<file path="src/design/tcptg_pkg.sv">
// ============================================================================
// tcptg_pkg
// Shared codes, widths and constants of the TCP send traffic generator.
// ============================================================================
package tcptg_pkg;

    // Bus word size in bytes and its shift
    localparam int BUS_BYTES = 64;
    localparam int BUS_SHIFT = $clog2(BUS_BYTES);

    // Field widths
    localparam int OP_W      = 2;
    localparam int SESS_W    = 16;
    localparam int LEN_W     = 16;
    localparam int ERR_W     = 8;
    localparam int CHUNK_W   = 10;
    localparam int BYTES_W   = 32;
    localparam int DATA_W    = 32;
    localparam int CFG_IDX_W = 2;
    // Words per packet: ceil(65535 / BUS_BYTES), plus headroom for the count
    localparam int WORDS_W   = LEN_W - BUS_SHIFT + 1;

    localparam logic [DATA_W-1:0] FILLER_WORD = 32'hDEAD_BEEF;

    // Reset values of the configuration registers
    localparam logic [CHUNK_W-1:0] CHUNK_WORDS_RST = 10'd16;

    typedef enum logic [OP_W-1:0] {
        OP_START    = 2'd0,
        OP_RESPONSE = 2'd1,
        OP_TICK     = 2'd2,
        OP_UNUSED   = 2'd3
    } op_t;

    typedef enum logic [CFG_IDX_W-1:0] {
        CFG_CHUNK_WORDS    = 2'd0,
        CFG_SESSION_NUMBER = 2'd1,
        CFG_TOTAL_BYTES    = 2'd2,
        CFG_NONE           = 2'd3
    } cfg_idx_t;

    localparam logic KIND_REQUEST = 1'b0;
    localparam logic KIND_PAYLOAD = 1'b1;

    localparam logic [ERR_W-1:0] ERR_OK     = 8'd0;
    localparam logic [ERR_W-1:0] ERR_CLOSED = 8'd1;

endpackage

</file>
<file path="src/design/tcp_send_traffic_generator.sv">
// ============================================================================
// tcp_send_traffic_generator
// Send side of a TCP throughput generator: issues chunked send requests and
// streams filler payload words for every granted packet.
// ============================================================================
// Path: an accepted input transaction goes through the input register, then the
// result register, to the output.
// Throughput: one input transaction per cycle while out_stall does not hold the
// output; the state update is a single pass of logic between the input register and the result register.
// Reset: rst_n clears both valid flags, the phase (idle) and the counters, and
// loads chunk_words = 16, session_number = 0, total_bytes = 0.
module tcp_send_traffic_generator
(
    input  logic                            clk,
    input  logic                            rst_n,

    // Configuration write channel
    input  logic                            cfg_valid,
    output logic                            cfg_ready,
    input  logic [tcptg_pkg::CFG_IDX_W-1:0] cfg_index,
    input  logic [tcptg_pkg::BYTES_W-1:0]   cfg_data,

    // Input channel
    input  logic                            in_valid,
    output logic                            in_stall,
    input  logic [tcptg_pkg::OP_W-1:0]      operation,
    input  logic [tcptg_pkg::SESS_W-1:0]    reply_session,
    input  logic [tcptg_pkg::LEN_W-1:0]     reply_length,
    input  logic [tcptg_pkg::ERR_W-1:0]     reply_error,

    // Output channel
    output logic                            out_valid,
    input  logic                            out_stall,
    output logic                            result_kind,
    output logic [tcptg_pkg::SESS_W-1:0]    request_session,
    output logic [tcptg_pkg::LEN_W-1:0]     request_length,
    output logic [tcptg_pkg::DATA_W-1:0]    payload_low,
    output logic                            payload_last
);

    import tcptg_pkg::*;

    typedef enum logic [1:0] {
        PH_IDLE  = 2'd0,
        PH_WAIT  = 2'd1,
        PH_WORDS = 2'd2
    } phase_t;

    // ------------------------------------------------------------------------
    // Configuration registers; the port never pushes back.
    // ------------------------------------------------------------------------
    logic [CHUNK_W-1:0] chunk_words_reg;
    logic [SESS_W-1:0]  session_number_reg;
    logic [BYTES_W-1:0] total_bytes_reg;

    assign cfg_ready = 1'b1;

    always_ff @(posedge clk or negedge rst_n)
    begin
        if (!rst_n)
        begin
            chunk_words_reg    <= CHUNK_WORDS_RST;
            session_number_reg <= '0;
            total_bytes_reg    <= '0;
        end
        else if (cfg_valid && cfg_ready)
        begin
            case (cfg_idx_t'(cfg_index))
                CFG_CHUNK_WORDS:    chunk_words_reg    <= cfg_data[CHUNK_W-1:0];
                CFG_SESSION_NUMBER: session_number_reg <= cfg_data[SESS_W-1:0];
                CFG_TOTAL_BYTES:    total_bytes_reg    <= cfg_data;
                default:            ; // ignore writes beyond the register list
            endcase
        end
    end

    // ------------------------------------------------------------------------
    // Input register. It advances whenever the result register is free or is
    // being drained in this cycle; items that give no result still advance.
    // ------------------------------------------------------------------------
    logic               in_valid_reg;
    op_t                in_op_reg;
    logic [SESS_W-1:0]  in_sess_reg;
    logic [LEN_W-1:0]   in_len_reg;
    logic [ERR_W-1:0]   in_err_reg;
    logic               advance;

    assign advance  = in_valid_reg && (!out_valid || !out_stall);
    assign in_stall = in_valid_reg && !advance;

    always_ff @(posedge clk or negedge rst_n)
    begin
        if (!rst_n)
        begin
            in_valid_reg <= 1'b0;
        end
        else if (!in_stall)
        begin
            in_valid_reg <= in_valid;
        end
    end

    always_ff @(posedge clk)
    begin
        if (in_valid && !in_stall)
        begin
            in_op_reg   <= op_t'(operation);
            in_sess_reg <= reply_session;
            in_len_reg  <= reply_length;
            in_err_reg  <= reply_error;
        end
    end

    // ------------------------------------------------------------------------
    // Transfer state. bytes_sent_reg counts the granted bytes and saturates at
    // 32 bits. total_bytes is compared afresh each time, so a change in the
    // middle of a transfer takes effect at the next response or last word.
    // ------------------------------------------------------------------------
    phase_t             phase_reg,        phase_next;
    logic [BYTES_W-1:0] bytes_sent_reg,   bytes_sent_next;
    logic [WORDS_W-1:0] packet_words_reg, packet_words_next;
    logic [WORDS_W-1:0] word_index_reg,   word_index_next;

    // Result computed for the item in the input register
    logic               res_fire;
    logic               res_kind;
    logic [SESS_W-1:0]  res_sess;
    logic [LEN_W-1:0]   res_len;
    logic               res_last;

    logic [LEN_W-1:0]   chunk_bytes;
    logic               sent_ahead;
    logic [BYTES_W-1:0] remain_cur;
    logic [BYTES_W-1:0] remain_sub;
    logic               grant_covers;
    logic [BYTES_W:0]   sent_sum;
    logic [BYTES_W-1:0] sent_sat;
    logic [LEN_W:0]     words_round;
    logic [WORDS_W-1:0] words_calc;
    logic [WORDS_W-1:0] word_index_inc;

    // chunk_words * BUS_BYTES fits the length field exactly
    assign chunk_bytes    = LEN_W'(chunk_words_reg) << BUS_SHIFT;
    // Bytes still owed before this grant; none once the count reaches the total
    assign sent_ahead     = bytes_sent_reg >= total_bytes_reg;
    assign remain_cur     = total_bytes_reg - bytes_sent_reg;
    assign grant_covers   = sent_ahead || (BYTES_W'(in_len_reg) >= remain_cur);
    assign remain_sub     = remain_cur - BYTES_W'(in_len_reg);
    assign sent_sum       = {1'b0, bytes_sent_reg} + (BYTES_W+1)'(in_len_reg);
    assign sent_sat       = sent_sum[BYTES_W] ? '1 : sent_sum[BYTES_W-1:0];
    assign words_round    = (LEN_W+1)'(in_len_reg) + (LEN_W+1)'(BUS_BYTES - 1);
    assign words_calc     = WORDS_W'(words_round >> BUS_SHIFT);
    assign word_index_inc = word_index_reg + WORDS_W'(1);

    always_comb
    begin
        phase_next        = phase_reg;
        bytes_sent_next   = bytes_sent_reg;
        packet_words_next = packet_words_reg;
        word_index_next   = word_index_reg;
        res_fire          = 1'b0;
        res_kind          = KIND_REQUEST;
        res_sess          = '0;
        res_len           = '0;
        res_last          = 1'b0;

        case (in_op_reg)
            OP_START:
            begin
                if (phase_reg == PH_IDLE)
                begin
                    // First chunk: min(chunk bytes, total)
                    phase_next  = PH_WAIT;
                    res_fire    = 1'b1;
                    res_sess    = session_number_reg;
                    res_len     = (BYTES_W'(chunk_bytes) > total_bytes_reg) ?
                                  total_bytes_reg[LEN_W-1:0] : chunk_bytes;
                end
            end
            OP_RESPONSE:
            begin
                if (phase_reg == PH_WAIT)
                begin
                    if (in_err_reg == ERR_OK)
                    begin
                        phase_next        = PH_WORDS;
                        bytes_sent_next   = sent_sat;
                        word_index_next   = '0;
                        // Zero length still yields one word
                        packet_words_next = (words_calc == '0) ? WORDS_W'(1) : words_calc;
                        if (!grant_covers)
                        begin
                            // Request the next chunk, clipped to what is left
                            res_fire    = 1'b1;
                            res_sess    = in_sess_reg;
                            res_len     = (BYTES_W'(chunk_bytes) < remain_sub) ?
                                          chunk_bytes : remain_sub[LEN_W-1:0];
                        end
                    end
                    else if (in_err_reg != ERR_CLOSED)
                    begin
                        // Retry the same length
                        res_fire = 1'b1;
                        res_sess = in_sess_reg;
                        res_len  = in_len_reg;
                    end
                end
            end
            OP_TICK:
            begin
                if (phase_reg == PH_WORDS)
                begin
                    res_fire = 1'b1;
                    res_kind = KIND_PAYLOAD;
                    if (word_index_inc == packet_words_reg)
                    begin
                        res_last        = 1'b1;
                        word_index_next = '0;
                        if (sent_ahead)
                        begin
                            bytes_sent_next   = '0;
                            packet_words_next = '0;
                            phase_next        = PH_IDLE;
                        end
                        else
                        begin
                            phase_next = PH_WAIT;
                        end
                    end
                    else
                    begin
                        word_index_next = word_index_inc;
                    end
                end
            end
            default:
            begin
                // Unused operation code: drop
            end
        endcase
    end

    // ------------------------------------------------------------------------
    // State and result register
    // ------------------------------------------------------------------------
    logic               out_valid_reg;
    logic               out_kind_reg;
    logic [SESS_W-1:0]  out_sess_reg;
    logic [LEN_W-1:0]   out_len_reg;
    logic               out_last_reg;

    always_ff @(posedge clk or negedge rst_n)
    begin
        if (!rst_n)
        begin
            phase_reg        <= PH_IDLE;
            bytes_sent_reg   <= '0;
            packet_words_reg <= '0;
            word_index_reg   <= '0;
            out_valid_reg    <= 1'b0;
        end
        else
        begin
            if (advance)
            begin
                phase_reg        <= phase_next;
                bytes_sent_reg   <= bytes_sent_next;
                packet_words_reg <= packet_words_next;
                word_index_reg   <= word_index_next;
                out_valid_reg    <= res_fire;
            end
            else if (!out_stall)
            begin
                out_valid_reg <= 1'b0;
            end
        end
    end

    always_ff @(posedge clk)
    begin
        if (advance && res_fire)
        begin
            out_kind_reg <= res_kind;
            out_sess_reg <= res_sess;
            out_len_reg  <= res_len;
            out_last_reg <= res_last;
        end
    end

    assign out_valid       = out_valid_reg;
    assign result_kind     = out_kind_reg;
    assign request_session = out_sess_reg;
    assign request_length  = out_len_reg;
    assign payload_low     = (out_kind_reg == KIND_PAYLOAD) ? FILLER_WORD : '0;
    assign payload_last    = out_last_reg;

    // ------------------------------------------------------------------------
    // Assertions
    // ------------------------------------------------------------------------
    a_packet_nonzero: assert property (@(posedge clk) disable iff (!rst_n)
        phase_reg == PH_WORDS |-> packet_words_reg != '0)
        else $error("word output with an empty packet");

    a_index_bound: assert property (@(posedge clk) disable iff (!rst_n)
        phase_reg == PH_WORDS |-> word_index_reg < packet_words_reg)
        else $error("word index past packet length");

    a_idle_clean: assert property (@(posedge clk) disable iff (!rst_n)
        phase_reg == PH_IDLE |-> word_index_reg == '0 && packet_words_reg == '0)
        else $error("idle with stale packet counters");

    a_no_overwrite: assert property (@(posedge clk) disable iff (!rst_n)
        out_valid_reg && out_stall |-> !advance)
        else $error("result register overwritten while stalled");

    a_last_ends_packet: assert property (@(posedge clk) disable iff (!rst_n)
        advance && res_fire && res_last |=> phase_reg != PH_WORDS)
        else $error("still in word output after last word");

endmodule
</file>
<file path="config.mk">
export PLATFORM = sky130hd
export DESIGN_NAME = tcp_send_traffic_generator
export DESIGN_NICKNAME = d
export VERILOG_FILES = /design/src/design/tcptg_pkg.sv /design/src/design/tcp_send_traffic_generator.sv
export SDC_FILE = /design/constraint.sdc
export NUM_CORES = 1
export LEC_CHECK = 0
export ABC_AREA = 0
export BUFFER_PORTS_ARGS = -buffer_cell sky130_fd_sc_hd__buf_2
export CAP_MARGIN = 10
export CORE_ASPECT_RATIO = 1.75
export CORE_MARGIN = 1
export CORE_UTILIZATION = 60
export DETAILED_ROUTE_END_ITERATION = 6
export GPL_TIMING_DRIVEN = 0
export HOLD_SLACK_MARGIN = 0.12
export PLACE_DENSITY = 0.82
export SLEW_MARGIN = 20
export SYNTH_ARGS = -nofsm -noshare
export SYNTH_HDL_FRONTEND = slang
export SYNTH_SLANG_ARGS = --single-unit
</file>
<file path="constraint.sdc">
create_clock -name clk -period 6.65 [get_ports clk]
set_clock_uncertainty 0.2 [all_clocks]
set_input_delay 0.9975 -clock clk [delete_from_list [all_inputs] [get_ports clk]]
set_output_delay 0.9975 -clock clk [all_outputs]
set_load 0.005 [all_outputs]
</file>
# After elaboration in Yosys (flattened, before gate mapping)
# Cells that the tools add are included.
dict set report totals {
  reg_bits 192
  input_bits 81
  out_inout_bits 69
  word_cells 116
}
dict set report op_classes {
  addsub 5
  order_cmp 4
  eq_ne 15
  n_mux 51
  reduce_logical 24
}
# cell n
set op_table {}
lappend op_table {{32-bit two-way mux} 7}
lappend op_table {{16-bit two-way mux} 12}
lappend op_table {{11-bit two-way mux} 10}
lappend op_table {{16-bit one-hot mux with 2 select lines} 2}
lappend op_table {{32-bit one-hot mux with 2 select lines} 1}
lappend op_table {{11-bit one-hot mux with 2 select lines} 2}
lappend op_table {{32-bit by 16-bit adder with 33-bit output} 1}
lappend op_table {{16-bit by 32-bit >= comparator with 1-bit output} 1}
lappend op_table {{32-bit >= comparator} 1}
lappend op_table {{16-bit by 32-bit greater-than comparator with 1-bit output} 1}
lappend op_table {{16-bit by 32-bit less-than comparator with 1-bit output} 1}
lappend op_table {{32-bit by 16-bit subtractor with 32-bit output} 1}
lappend op_table {{32-bit subtractor} 1}
lappend op_table {{16-bit by 6-bit adder with 17-bit output, second input constant} 1}
lappend op_table {{7-bit AND reduction} 2}
lappend op_table {{2-bit != test, second input constant} 6}
lappend op_table {{11-bit by 1-bit adder with 11-bit output, second input constant} 1}
lappend op_table {{11-bit == test} 1}
lappend op_table {{11-bit zero test} 1}
lappend op_table {{1-bit two-way mux} 10}
lappend op_table {{2-bit two-way mux} 5}
lappend op_table {{8-bit zero test} 1}
lappend op_table {{8-bit by 1-bit != test with 1-bit output, second input constant} 1}
lappend op_table {{2-bit AND reduction} 4}
lappend op_table {{12 further kinds} 25}

# Longest topological paths before layout
# Gate-level depths: netlist of the first run.
dict set report depth {
  ltp_word 8
  ltp_mapped 32
  ltp_nobuf 31
}

# Worst setup path after synthesis of the first run
# No wires, ideal clock.
dict set report synth_timing {
  path_type {register to register}
  start {reg total_bytes_reg[4]}
  end {reg out_len_reg[15], in the netlist request_length[15] (data pin)}
  setup_time_ns 0.146
  arrival_ns 5.025
  t_required_ns 6.304
  slack_ns 1.279
  stages_incl_launch_ff 26
  n_path_buf 1
  synth_period_minus_slack_ns 5.371
  path_cell_list {dfrtp_1 ha_1 a21o_1 a31oi_1 nand2_1 a31oi_1 xnor2_1 ha_1 and3_1 a311oi_1 o22ai_1 o21a_1 nor2_1 xnor2_1 ha_1 nand3_1 nor3_1 o2111a_1 o21ai_0 a21boi_0 o2111ai_1 nor3_1 o2111ai_1 buf_6 mux2_4 o21ai_1}
}
dict set report synth_via {
  elab_chain_len 8
  elab_cells_between_ends 14
  classes_between {add/sub: 2; order compare: 4; mux: 7; reduce/logical: 1}
}
# element line
set synth_rtl {}
lappend synth_rtl {{start: declaration} tcp_send_traffic_generator.sv:54} ;# logic [BYTES_W-1:0] total_bytes_reg;
lappend synth_rtl {{start signal: assignment} tcp_send_traffic_generator.sv:71} ;# CFG_TOTAL_BYTES: total_bytes_reg <= cfg_data;
lappend synth_rtl {{32-bit subtractor} tcp_send_traffic_generator.sv:146} ;# assign remain_cur = total_bytes_reg - bytes_sent_reg;
lappend synth_rtl {{32-bit by 16-bit subtractor with 32-bit output} tcp_send_traffic_generator.sv:148} ;# assign remain_sub = remain_cur - BYTES_W'(in_len_reg);
lappend synth_rtl {{16-bit by 32-bit less-than comparator with 1-bit output} tcp_send_traffic_generator.sv:196} ;# res_len = (BYTES_W'(chunk_bytes) < remain_sub) ?
lappend synth_rtl {{16-bit two-way mux} tcp_send_traffic_generator.sv:196}
lappend synth_rtl {{16-bit two-way mux} tcp_send_traffic_generator.sv:191} ;# if (!grant_covers)
lappend synth_rtl {{16-bit two-way mux} tcp_send_traffic_generator.sv:184} ;# if (in_err_reg == ERR_OK)
lappend synth_rtl {{16-bit two-way mux} tcp_send_traffic_generator.sv:182} ;# if (phase_reg == PH_WAIT)
lappend synth_rtl {{16-bit one-hot mux with 2 select lines *} tcp_send_traffic_generator.sv:167} ;# case (in_op_reg)
lappend synth_rtl {{via res_len[15]} tcp_send_traffic_generator.sv:128} ;# logic [LEN_W-1:0] res_len;
lappend synth_rtl {{end signal: assignment} tcp_send_traffic_generator.sv:285} ;# out_len_reg <= res_len;
lappend synth_rtl {{end: declaration} tcp_send_traffic_generator.sv:249} ;# logic [LEN_W-1:0] out_len_reg;
# Mark *: on every way through the listed nets, which the timed path passes. The rest lies on a longest branch.
# A chain may end at the register's enable or synchronous reset.

# Worst setup path in the final report of the first run
dict set report layout_timing {
  start {reg total_bytes_reg[4]}
  end {reg out_len_reg[10], in the netlist request_length[10] (data pin)}
}
# Same word-level chain as after synthesis.

==> metrics.md, run 1 <==
| Metric | Value |
|---|---|
| CTS hold repair buffers | 0 |
| Startpoint types | flop |
| Pwr Total | ~6.4 mW |
| Initial Util | 61.4% |
| Setup crit end kind | flop |
| Adder-cell share of the synthesized area | 8.80% |
| Sequential fraction of design power | 24.5% |
| Drt first pass iters | 5 |
| Status | finished clean |
| Die area | 0.0221 mm^2 |
| Worst Reg-to-Reg Cells | 28 |
| Psw | 2.90 mW |
| Mux share of post-synthesis cell area | just over 6% |
| Avg Inst Size Synth | 9.62 um^2 |
| CTS Sinks | 192 |
| HPWL Detailed | 28.9 mm |
| Setup WS post-layout | 0.233 ns |
| Global route total overflow | 0 |
| Largest net degree at the start of global routing | 67 |
| Cell Area, Synth | 0.0129 mm^2 |
| First DRT Iteration DRCs | 856 |
| Die height | between 150 and 200 um |
| Combinational cell fraction of total power | 59.6% |
| Final period util | a little over nine tenths |
| Clock share of power | 15.9% |
| Clock slew at reported path FFs | around 0.070 ns |
| Worst path max stage delay | 0.44 ns |
| Setup violators final | 0 |
| PortBufs | 140 |
| EDFF count, synth | 76 |
| Asr flop ratio synth | 60.4% |
| Synth Area in Simple Gates | 13.3% |
| Synth unique cells | 91 |
| Leakage power | roughly 6.5 nW |
| CP Data Required Time | 6.70 ns |
| Non-filler instance count after layout | between 1500 and 2000 |
| Endpoints failing hold | 0 |
| Worst EP arrival | approximately 6.5 ns |
| Die width | ~110 um |
| Initial antenna violation count | 0 |
| Placed cell area | 0.0141 mm^2 |
| N_diodes | 0 |
| Hold Path Class | primary input to async pin |
| Final instance area | 0.0147 mm^2 |
| Synthesized instance count | between 1000 and 1500 |
| Via count | 11400 |
| Clock latency on the worst-skew pair | 0.45 ns |
| Synth Flop Type | dfrtp_1 |
| Post-synthesis compound-gate area fraction | 20.5% |
| CTS H-tree depth | 4 |
| Area Overhead vs Synth | 14.1% |
| Row Count | 70 |
| Core area | approximately 0.021 mm^2 |
| Final Max Tran Viols | 0 |
| Placed insts | 1746 |
| Largest family of logic cells by synthesized area | compound AO/OA/AOI/OAI gates |
| DRC | 0 |
| Fmax | roughly 160 MHz |
| Unrepaired setup endpoints after global routing | false |
| Dpl ws | -0.103 ns |
| Num CTS Buffers | 17 |
| Clock root buffer | clkbuf_16 |
| Tightest Pin Transition | 1.05 ns |
| Max-slew headroom | 29.7% |
| Global-route wire length before repair | 57.0 mm |
| Routed Wire Length | between 30 and 40 mm |
| Vias in the first global route | about 11000 |
| Worst Setup Path Type | flop to flop |
| Post-Synth XOR/XNOR Area | 5.09% |
| Total global routing track utilization | 33.9% |
| Global placer's final weighted congestion | between 0.9 and 1 |
| Worst-path fanout max | 8 |
| Min Tclk post-route | 6.42 ns |
| P_int | around 3.5 mW |
| Num ports | 150 |
| PwrDens | 435 mW/mm^2 |
| Share of cells above drive strength 1 | about 21% |
| Switching Fraction | 45.3% |
| NumNets Final | 1682 |
| Yosys reg bits | ~190 |
| Slowest CP cell | ha_1 |
| Sequential area share after synthesis | 40.2% |
| Synth warnings | 0 |
| Vias/cell | 6.40 |
| Routed WL per cell | approximately 21 um |
| Max Cap Viol | 0 |
| Antenna viol nets, final | 0 |
| CTS tree | built |
| Largest buffer count on any clock path | 2 |
| Max VDD drop | 0.266 mV |
## layout by cell type (no fill, tap or decap), types with 76 or more instances in the layout
cell type / count
a21oi_1: 80
buf_2: 144
dfrtp_1: 115
edfxtp_1: 76
ha_1: 83
inv_1: 93
nand2_1: 88
nor2_1: 77
o21ai_0: 113
## routing by layer
layer / up-vias / share of wire [%] / GRT usage [%]
li1: 5224 / - / -
met1: 5458 / 34 / 33.9
met2: 533 / 52 / 60.8
met3: 160 / 5.6 / 6.21
met4: 0 / 8.2 / 27.3
met5: - / 0 / 0
## worst paths after layout
path,from,end,slack [ns]
max,total_bytes_reg[4]$_DFFE_PN0P_,request_length[10]$_DFFE_PP_,0.23
min,rst_n,word_index_reg[0]$_DFFE_PN0P_,0.29
max reg2reg,total_bytes_reg[4]$_DFFE_PN0P_,request_length[10]$_DFFE_PP_,0.23
min reg2reg,packet_words_reg[6]$_DFFE_PN0P_,packet_words_reg[6]$_DFFE_PN0P_,0.30
max in group asynchronous,rst_n,chunk_words_reg[4]$_DFFE_PN1P_,5.22
min in group clk,packet_words_reg[6]$_DFFE_PN0P_,packet_words_reg[6]$_DFFE_PN0P_,0.30
## through the flow
stage | setup TNS, ns | utilization [%] | hold slack [ns]
after floorplan | 0 | - | 0.268
after global placement | -0.220 | 66.4 | 0.282
after detailed placement | -0.282 | 66.9 | 0.289
after CTS | 0 | 69.8 | 0.305
after global routing | 0 | 70.1 | 0.316
final | 0 | 70.1 | 0.286
## cells by family after synthesis
family / Yosys count
compound gates: 400
simple gates: 346
flops: 192
buf+inv: 169
fa+ha+maj: 89
xor+xnor: 75
mux: 69
other cells: 2
## worst max-delay path, delay by kind of cell (launching register included)
family	cells	cell delay, ns
muxes	1	0.26
DFF	1	0.43
adders and majority gates	3	1.13
buffers and inverters	1	0.19
AOI/OAI and AO/OA	12	2.41
and+or+nand+nor	10	1.48
xor gates and xnor gates	1	0.08
## power groups by stage
stage | Sequential, mW | Clock, mW | Combinational (mW)
floorplan | 1.53 | 0 | 2.83
global placement | 1.57 | 0 | 3.56
detailed placement | 1.58 | 0 | 3.62
CTS | 1.56 | 1.03 | 3.69
global route | 1.58 | 1.06 | 4.19
finish | 1.57 | 1.02 | 3.82
## final cells by class
cell class / count / area (um^2)
clock inverter: 12 / 109
multi-input combinational: 988 / 7090
inverter: 94 / 353
clock buffer: 20 / 479
timing repair buffer: 146 / 795
fill: 1622 / 6280
buffer: 73 / 410
tap: 252 / 315
sequential: 192 / 5190
## Yosys cell counts (all sizes together) (20+ instances only)
library cell	instances	area, um^2
a21oi	84	439
inv	94	353
nor3	27	135
a21o	35	265
nor4	20	131
ha	86	1080
nand2	89	337
xnor2	50	438
nor2	77	289
edfxtp	76	2280
clkbuf	35	131
nand3	39	195
xor2	25	219
dfrtp	115	2880
o21ai	136	681
mux2	58	683
buf	40	287
## timing repair
item	4_1_cts	5_1_grt
gates cloned	0	0
resized for setup	7	10
hold endpoints to repair	0	0
setup endpoints to repair	5	16
buffers inserted	0	1
Power figures use the tool's default switching activity.
==> run 2, diff against run 1 <==
- RECOVER_POWER: unset -> 25
==> metrics.md, run 2 (synthesis gave the netlist of run 1 again) <==
| Metric | Value |
|---|---|
| Status | finished, violations left (was finished clean) |
| Failing checks | max-capacitance violations, max-slew violations |
| Min Tclk post-route | 6.39 ns (was 6.42 ns) |
| Antenna viol nets, final | 0 (unchanged) |
| DRC | 0 (unchanged) |
| First DRT Iteration DRCs | 856 (unchanged) |
| Share of cells above drive strength 1 | 21.3% (was 21.4%) |
| Clock slew at reported path FFs | 0.07 ns (about the same) |
| Max VDD drop | 0.267 mV (was 0.266 mV) |
| Unrepaired setup endpoints after global routing | false (unchanged) |
| CP Data Required Time | 6.69 ns (was 6.70 ns) |
| Die width | 113 um (unchanged) |
| Leakage power | 6.45 nW (was 6.46 nW) |
| Worst-path fanout max | 8 (unchanged) |
| Most common cell after layout, fill and taps aside | buf_2 (unchanged) |
| Most frequent cells in the layout | buf_2 (143), dfrtp_1 (115), o21ai_0 (113) (was buf_2 (144), dfrtp_1 (115), o21ai_0 (113)) |
| Max-slew headroom | -94.2% (was 29.7%) |
| Vias in the first global route | 11400 (unchanged) |
| PwrDens | 435 mW/mm^2 (about the same) |
| Largest net degree at the start of global routing | 67 (unchanged) |
| CTS tree | built (unchanged) |
| Global placer's final weighted congestion | 0.978 (unchanged) |
| Clock latency on the worst-skew pair | 0.45 ns (about the same) |
| Die height | 196 um (unchanged) |
| Die area | 0.0221 mm^2 (unchanged) |
| Area Overhead vs Synth | 14.1% (about the same) |
| Routed Wire Length | 36.6 mm (about the same) |
| Global-route wire length before repair | 57.0 mm (unchanged) |
| Routed WL per cell | 20.6 um (about the same) |
| Startpoint types | flop (unchanged) |
| Worst path max stage delay | 0.44 ns (about the same) |
| Max Cap Viol | 1 (was 0) |
| Core area | 0.0210 mm^2 (unchanged) |
| Num ports | 150 (unchanged) |
| Initial Util | 61.4% (unchanged) |
| Worst EP arrival | 6.43 ns (was 6.46 ns) |
| Setup crit end kind | flop (unchanged) |
| Final Max Tran Viols | 51 (was 0) |
| Global route total overflow | 0 (unchanged) |
| Largest buffer count on any clock path | 2 (unchanged) |
| HPWL Detailed | 28.9 mm (unchanged) |
| Tightest Pin Transition | 2.91 ns (was 1.05 ns) |
| Setup violators final | 0 (unchanged) |
| Final instance area | 0.0147 mm^2 (about the same) |
| Initial antenna violation count | 0 (unchanged) |
| PortBufs | 140 (unchanged) |
| Placed cell area | 0.0141 mm^2 (unchanged) |
| Clock root buffer | clkbuf_16 (unchanged) |
| Filler Cell Count | 1625 (was 1622) |
| Row Count | 70 (unchanged) |
| Drt first pass iters | 5 (unchanged) |
| Fmax | 157 MHz (was 156 MHz) |
| N_diodes | 0 (unchanged) |
| Worst Setup Path Type | flop to flop (unchanged) |
| Num CTS Buffers | 17 (unchanged) |
| Final period util | 96.0% (was 96.5%) |
| CTS H-tree depth | 4 (unchanged) |
| Total global routing track utilization | 33.9% (unchanged) |
| Slowest CP cell | ha_1 (unchanged) |
| Hold Path Class | flop to flop (was primary input to async pin) |
| Via count | 11400 (about the same) |
| NumNets Final | 1682 (unchanged) |
| Final Core Density | 70.1% (about the same) |
| Endpoints failing hold | 0 (unchanged) |
| Vias/cell | 6.39 (was 6.40) |
| CTS Sinks | 192 (unchanged) |
-- run 2: changes by cell type in the layout (fill, tap and decap cells not counted), sizes merged --
cell	change
buf	-2
clkbuf	+2
-- run 2: metal layers --
metal  vias to the layer above  wire length (um)  track usage [%]
met3                       160              2120             6.21
met5                         -                 0                0
met4                         0              3020             27.3
met2                       520             19000             60.8
li1                       5226                 -                -
met1                      5449             12500             33.9
-- run 2: worst paths after layout --
check | end | cells after the start | slack, ns | from
worst max-delay path | request_length[10]$_DFFE_PP_ | 28 | 0.26 | total_bytes_reg[4]$_DFFE_PN0P_
worst min-delay path | packet_words_reg[6]$_DFFE_PN0P_ | 2 | 0.30 | packet_words_reg[6]$_DFFE_PN0P_
worst max register to register | request_length[10]$_DFFE_PP_ | 28 | 0.26 | total_bytes_reg[4]$_DFFE_PN0P_
worst min register to register | packet_words_reg[6]$_DFFE_PN0P_ | 2 | 0.30 | packet_words_reg[6]$_DFFE_PN0P_
max in group asynchronous | bytes_sent_reg[23]$_DFFE_PN0P_ | 1 | 3.29 | rst_n
min in group asynchronous | word_index_reg[0]$_DFFE_PN0P_ | 1 | 1.29 | rst_n
-- run 2: critical path, delay by kind of cell, from the launching register on --
kind | cells | cell delay [ns]
mux | 1 | 0.26
flops | 1 | 0.43
simple gates | 10 | 1.46
xor+xnor | 1 | 0.08
buf+inv | 1 | 0.19
compound gates | 12 | 2.40
fa+ha+maj | 3 | 1.13
-- run 2: through the flow --
step	hold slack [ns]	cells	TNS (ns)	power (mW)	worst slack, ns
3_3_place_gp	0.282	1741	-0.220	5.14	-0.0761
3_5_place_dp	0.289	1746	-0.282	5.20	-0.103
4_1_cts	0.305	1778	0	6.27	0.0787
6_report	0.303	1777	0	6.40	0.264
2_1_floorplan	0.268	1349	0	4.36	1.28
5_1_grt	0.316	1777	0	6.83	0.0200
-- run 2: area by class of cell --
type                       instances  area, um^2  area share [%]
buffer                            73         410            2.79
clock buffer                      20         479            3.25
clock inverter                    12         109           0.739
multi-input combinational        988        7090            48.1
tap                              252         315            2.14
sequential                       192        5190            35.2
inverter                          94         353            2.40
timing repair buffer             146         786            5.34
-- run 2: repair_timing --
action / 4_1_cts / 5_1_grt
setup buffers: 0 / 1
pin swaps: 0 / 0
gates resized for setup: 7 / 10
setup endpoints to repair: 5 / 16
hold buffers: 0 / 0
-- run 2: power by group --
group          internal, mW  switching, mW  total [mW]
combinational          1.56           2.25        3.81
sequential             1.41          0.161        1.57
clock                 0.537          0.482        1.02
==> run 3, diff against run 2 <==
- SETUP_SLACK_MARGIN: unset -> 0.3
==> metrics.md, run 3 (synthesis gave the netlist of run 1 again) <==
| Metric | Value |
|---|---|
| Status | finished, violations left (unchanged) |
| Failing checks | max-capacitance violations, max-slew violations (unchanged) |
| Final period util | 94.6% (was 96.0%) |
| N_diodes | 0 (unchanged) |
| Die height | 196 um (unchanged) |
| Largest buffer count on any clock path | 2 (unchanged) |
| Vias/cell | 6.39 (about the same) |
| Worst EP arrival | 6.37 ns (was 6.43 ns) |
| Initial antenna violation count | 0 (unchanged) |
| Row Count | 70 (unchanged) |
| Min Tclk post-route | 6.29 ns (was 6.39 ns) |
| Hold Path Class | flop to flop (unchanged) |
| Worst path max stage delay | 0.50 ns (was 0.44 ns) |
| Initial Util | 61.4% (unchanged) |
| Worst Reg-to-Reg Cells | 29 (was 28) |
| FF-to-FF End | request_length[12]$_DFFE_PP_ (was request_length[10]$_DFFE_PP_) |
| PortBufs | 140 (unchanged) |
| Global-route wire length before repair | 57.1 mm (was 57.0 mm) |
| Leakage power | 6.54 nW (was 6.45 nW) |
| HPWL Detailed | 28.9 mm (unchanged) |
| CTS Sinks | 192 (unchanged) |
| Clock slew at reported path FFs | 0.07 ns (about the same) |
| CP Data Required Time | 6.73 ns (was 6.69 ns) |
| Share of cells above drive strength 1 | 23.2% (was 21.3%) |
| Most frequent cells in the layout | buf_2 (143), dfrtp_1 (114), o21ai_0 (110) (was buf_2 (143), dfrtp_1 (115), o21ai_0 (113)) |
| Filler Cell Count | 1593 (was 1625) |
| Most common cell after layout, fill and taps aside | buf_2 (unchanged) |
| Antenna viol nets, final | 0 (unchanged) |
| Max VDD drop | 0.256 mV (was 0.267 mV) |
| Hold Path Sink | packet_words_reg[7]$_DFFE_PN0P_ (was packet_words_reg[6]$_DFFE_PN0P_) |
| Routed Wire Length | 37.3 mm (was 36.6 mm) |
| Num CTS Buffers | 17 (unchanged) |
| Startpoint types | flop (unchanged) |
| Vias in the first global route | 11400 (about the same) |
| Slowest CP cell | dfrtp_1 (was ha_1) |
| First DRT Iteration DRCs | 883 (was 856) |
| Die width | 113 um (unchanged) |
| Max-slew headroom | -94.6% (was -94.2%) |
| Dpl ws | -0.103 ns (unchanged) |
| CTS H-tree depth | 4 (unchanged) |
| Num ports | 150 (unchanged) |
| Hold Crit Depth | 2 (unchanged) |
| Setup WS post-layout | 0.362 ns (was 0.264 ns) |
| Hold slack final | 0.304 ns (was 0.303 ns) |
| Tightest Pin Transition | 2.92 ns (was 2.91 ns) |
| Hold_sp | packet_words_reg[7]$_DFFE_PN0P_ (was packet_words_reg[6]$_DFFE_PN0P_) |
| Endpoints failing hold | 0 (unchanged) |
| Core area | 0.0210 mm^2 (unchanged) |
| Clock root buffer | clkbuf_16 (unchanged) |
| Global route total overflow | 0 (unchanged) |
| Reg2reg setup slack | 0.36 ns (was 0.26 ns) |
| Clock latency on the worst-skew pair | 0.45 ns (about the same) |
| Global placer's final weighted congestion | 0.978 (unchanged) |
| Largest net degree at the start of global routing | 67 (unchanged) |
| NumNets Final | 1695 (was 1682) |
| Area Overhead vs Synth | 16.0% (was 14.1%) |
| Routed WL per cell | 20.8 um (was 20.6 um) |
| FF-to-FF Start | total_bytes_reg[3]$_DFFE_PN0P_ (was total_bytes_reg[4]$_DFFE_PN0P_) |
| Worst-path fanout max | 8 (unchanged) |
| Setup TNS | 0 ns (unchanged) |
| Setup crit end kind | flop (unchanged) |
| Final Max Tran Viols | 51 (unchanged) |
| Die area | 0.0221 mm^2 (unchanged) |
| Max Cap Viol | 1 (unchanged) |
| CTS tree | built (unchanged) |
| Unrepaired setup endpoints after global routing | false (unchanged) |
| Worst Setup Path Type | flop to flop (unchanged) |
| Setup violators final | 0 (unchanged) |
| Via count | 11400 (about the same) |
| Total global routing track utilization | 33.9% (about the same) |
| DRC | 0 (unchanged) |
| PwrDens | 451 mW/mm^2 (was 435 mW/mm^2) |
| Fmax | 159 MHz (was 157 MHz) |
| Drt first pass iters | 6 (was 5) |
| Final Core Density | 71.2% (was 70.1%) |
-- run 3: metal layers --
| layer | vias to the layer above | part of all wire, % | GRT usage, % |
|---|---|---|---|
| met4 | 0 | 8.4 | 27.0 |
| met2 | 553 | 52 | 60.9 |
| li1 | 5252 | - | - |
| met3 | 191 | 6.1 | 6.39 |
| met5 | - | 0 | 0 |
| met1 | 5439 | 34 | 33.8 |
-- run 3: worst max path at each step --
stage          slack [ns]                            to                      startpoint
6_report             0.36  request_length[12]$_DFFE_PP_  total_bytes_reg[3]$_DFFE_PN0P_
5_1_grt              0.20  request_length[12]$_DFFE_PP_  total_bytes_reg[3]$_DFFE_PN0P_
4_1_cts              0.34  request_length[12]$_DFFE_PP_  total_bytes_reg[0]$_DFFE_PN0P_
3_5_place_dp        -0.10  request_length[12]$_DFFE_PP_  total_bytes_reg[4]$_DFFE_PN0P_
3_3_place_gp        -0.08  request_length[13]$_DFFE_PP_  total_bytes_reg[4]$_DFFE_PN0P_
2_1_floorplan        1.28  request_length[15]$_DFFE_PP_  total_bytes_reg[4]$_DFFE_PN0P_
-- run 3: repair_timing --
action                                  4_1_cts  5_1_grt
hold endpoints to repair                      0        0
buffers inserted                              1       10
pin swaps                                     0       22
endpoints found under the setup margin       16       16
cloned                                        0        1
gates resized for setup                      12       44
hold buffers                                  0        0
-- run 3: worst max-delay path: cells and delay by family, from the launching register on --
family | cells | cell delay, ns
buffers and inverters | 2 | 0.39
flip-flops | 1 | 0.50
AND/OR/NAND/NOR | 10 | 1.54
multiplexers | 1 | 0.32
AO/OA/AOI/OAI | 11 | 1.89
XOR/XNOR | 2 | 0.22
adder cells (fa/ha/maj) | 3 | 1.03
-- run 3: final cells by class --
cell class	count	area, um^2	area share, %
flip-flops and latches	192	5190	34.6
plain buffers	75	423	2.82
inverters	94	353	2.36
well taps	252	315	2.11
multi-input cells	988	7240	48.3
clock buffers	20	479	3.20
clock inverters	12	109	0.727
repair buffers	157	868	5.80
-- run 3: report_power, final --
group          leakage (nW)  switching [mW]  internal, mW
clock network         0.288           0.484         0.537
registers              2.16           0.163          1.41
logic                  4.09            2.41          1.74
total                  6.54            3.06          3.68
-- run 3: stage by stage --
stage	total power [mW]	std cells	area (um^2)
after floorplan	4.36	1349	12900
after global placement	5.14	1741	14000
after detailed placement	5.20	1746	14100
after CTS	6.30	1779	14700
after global routing	7.17	1790	15000
final	6.75	1790	15000
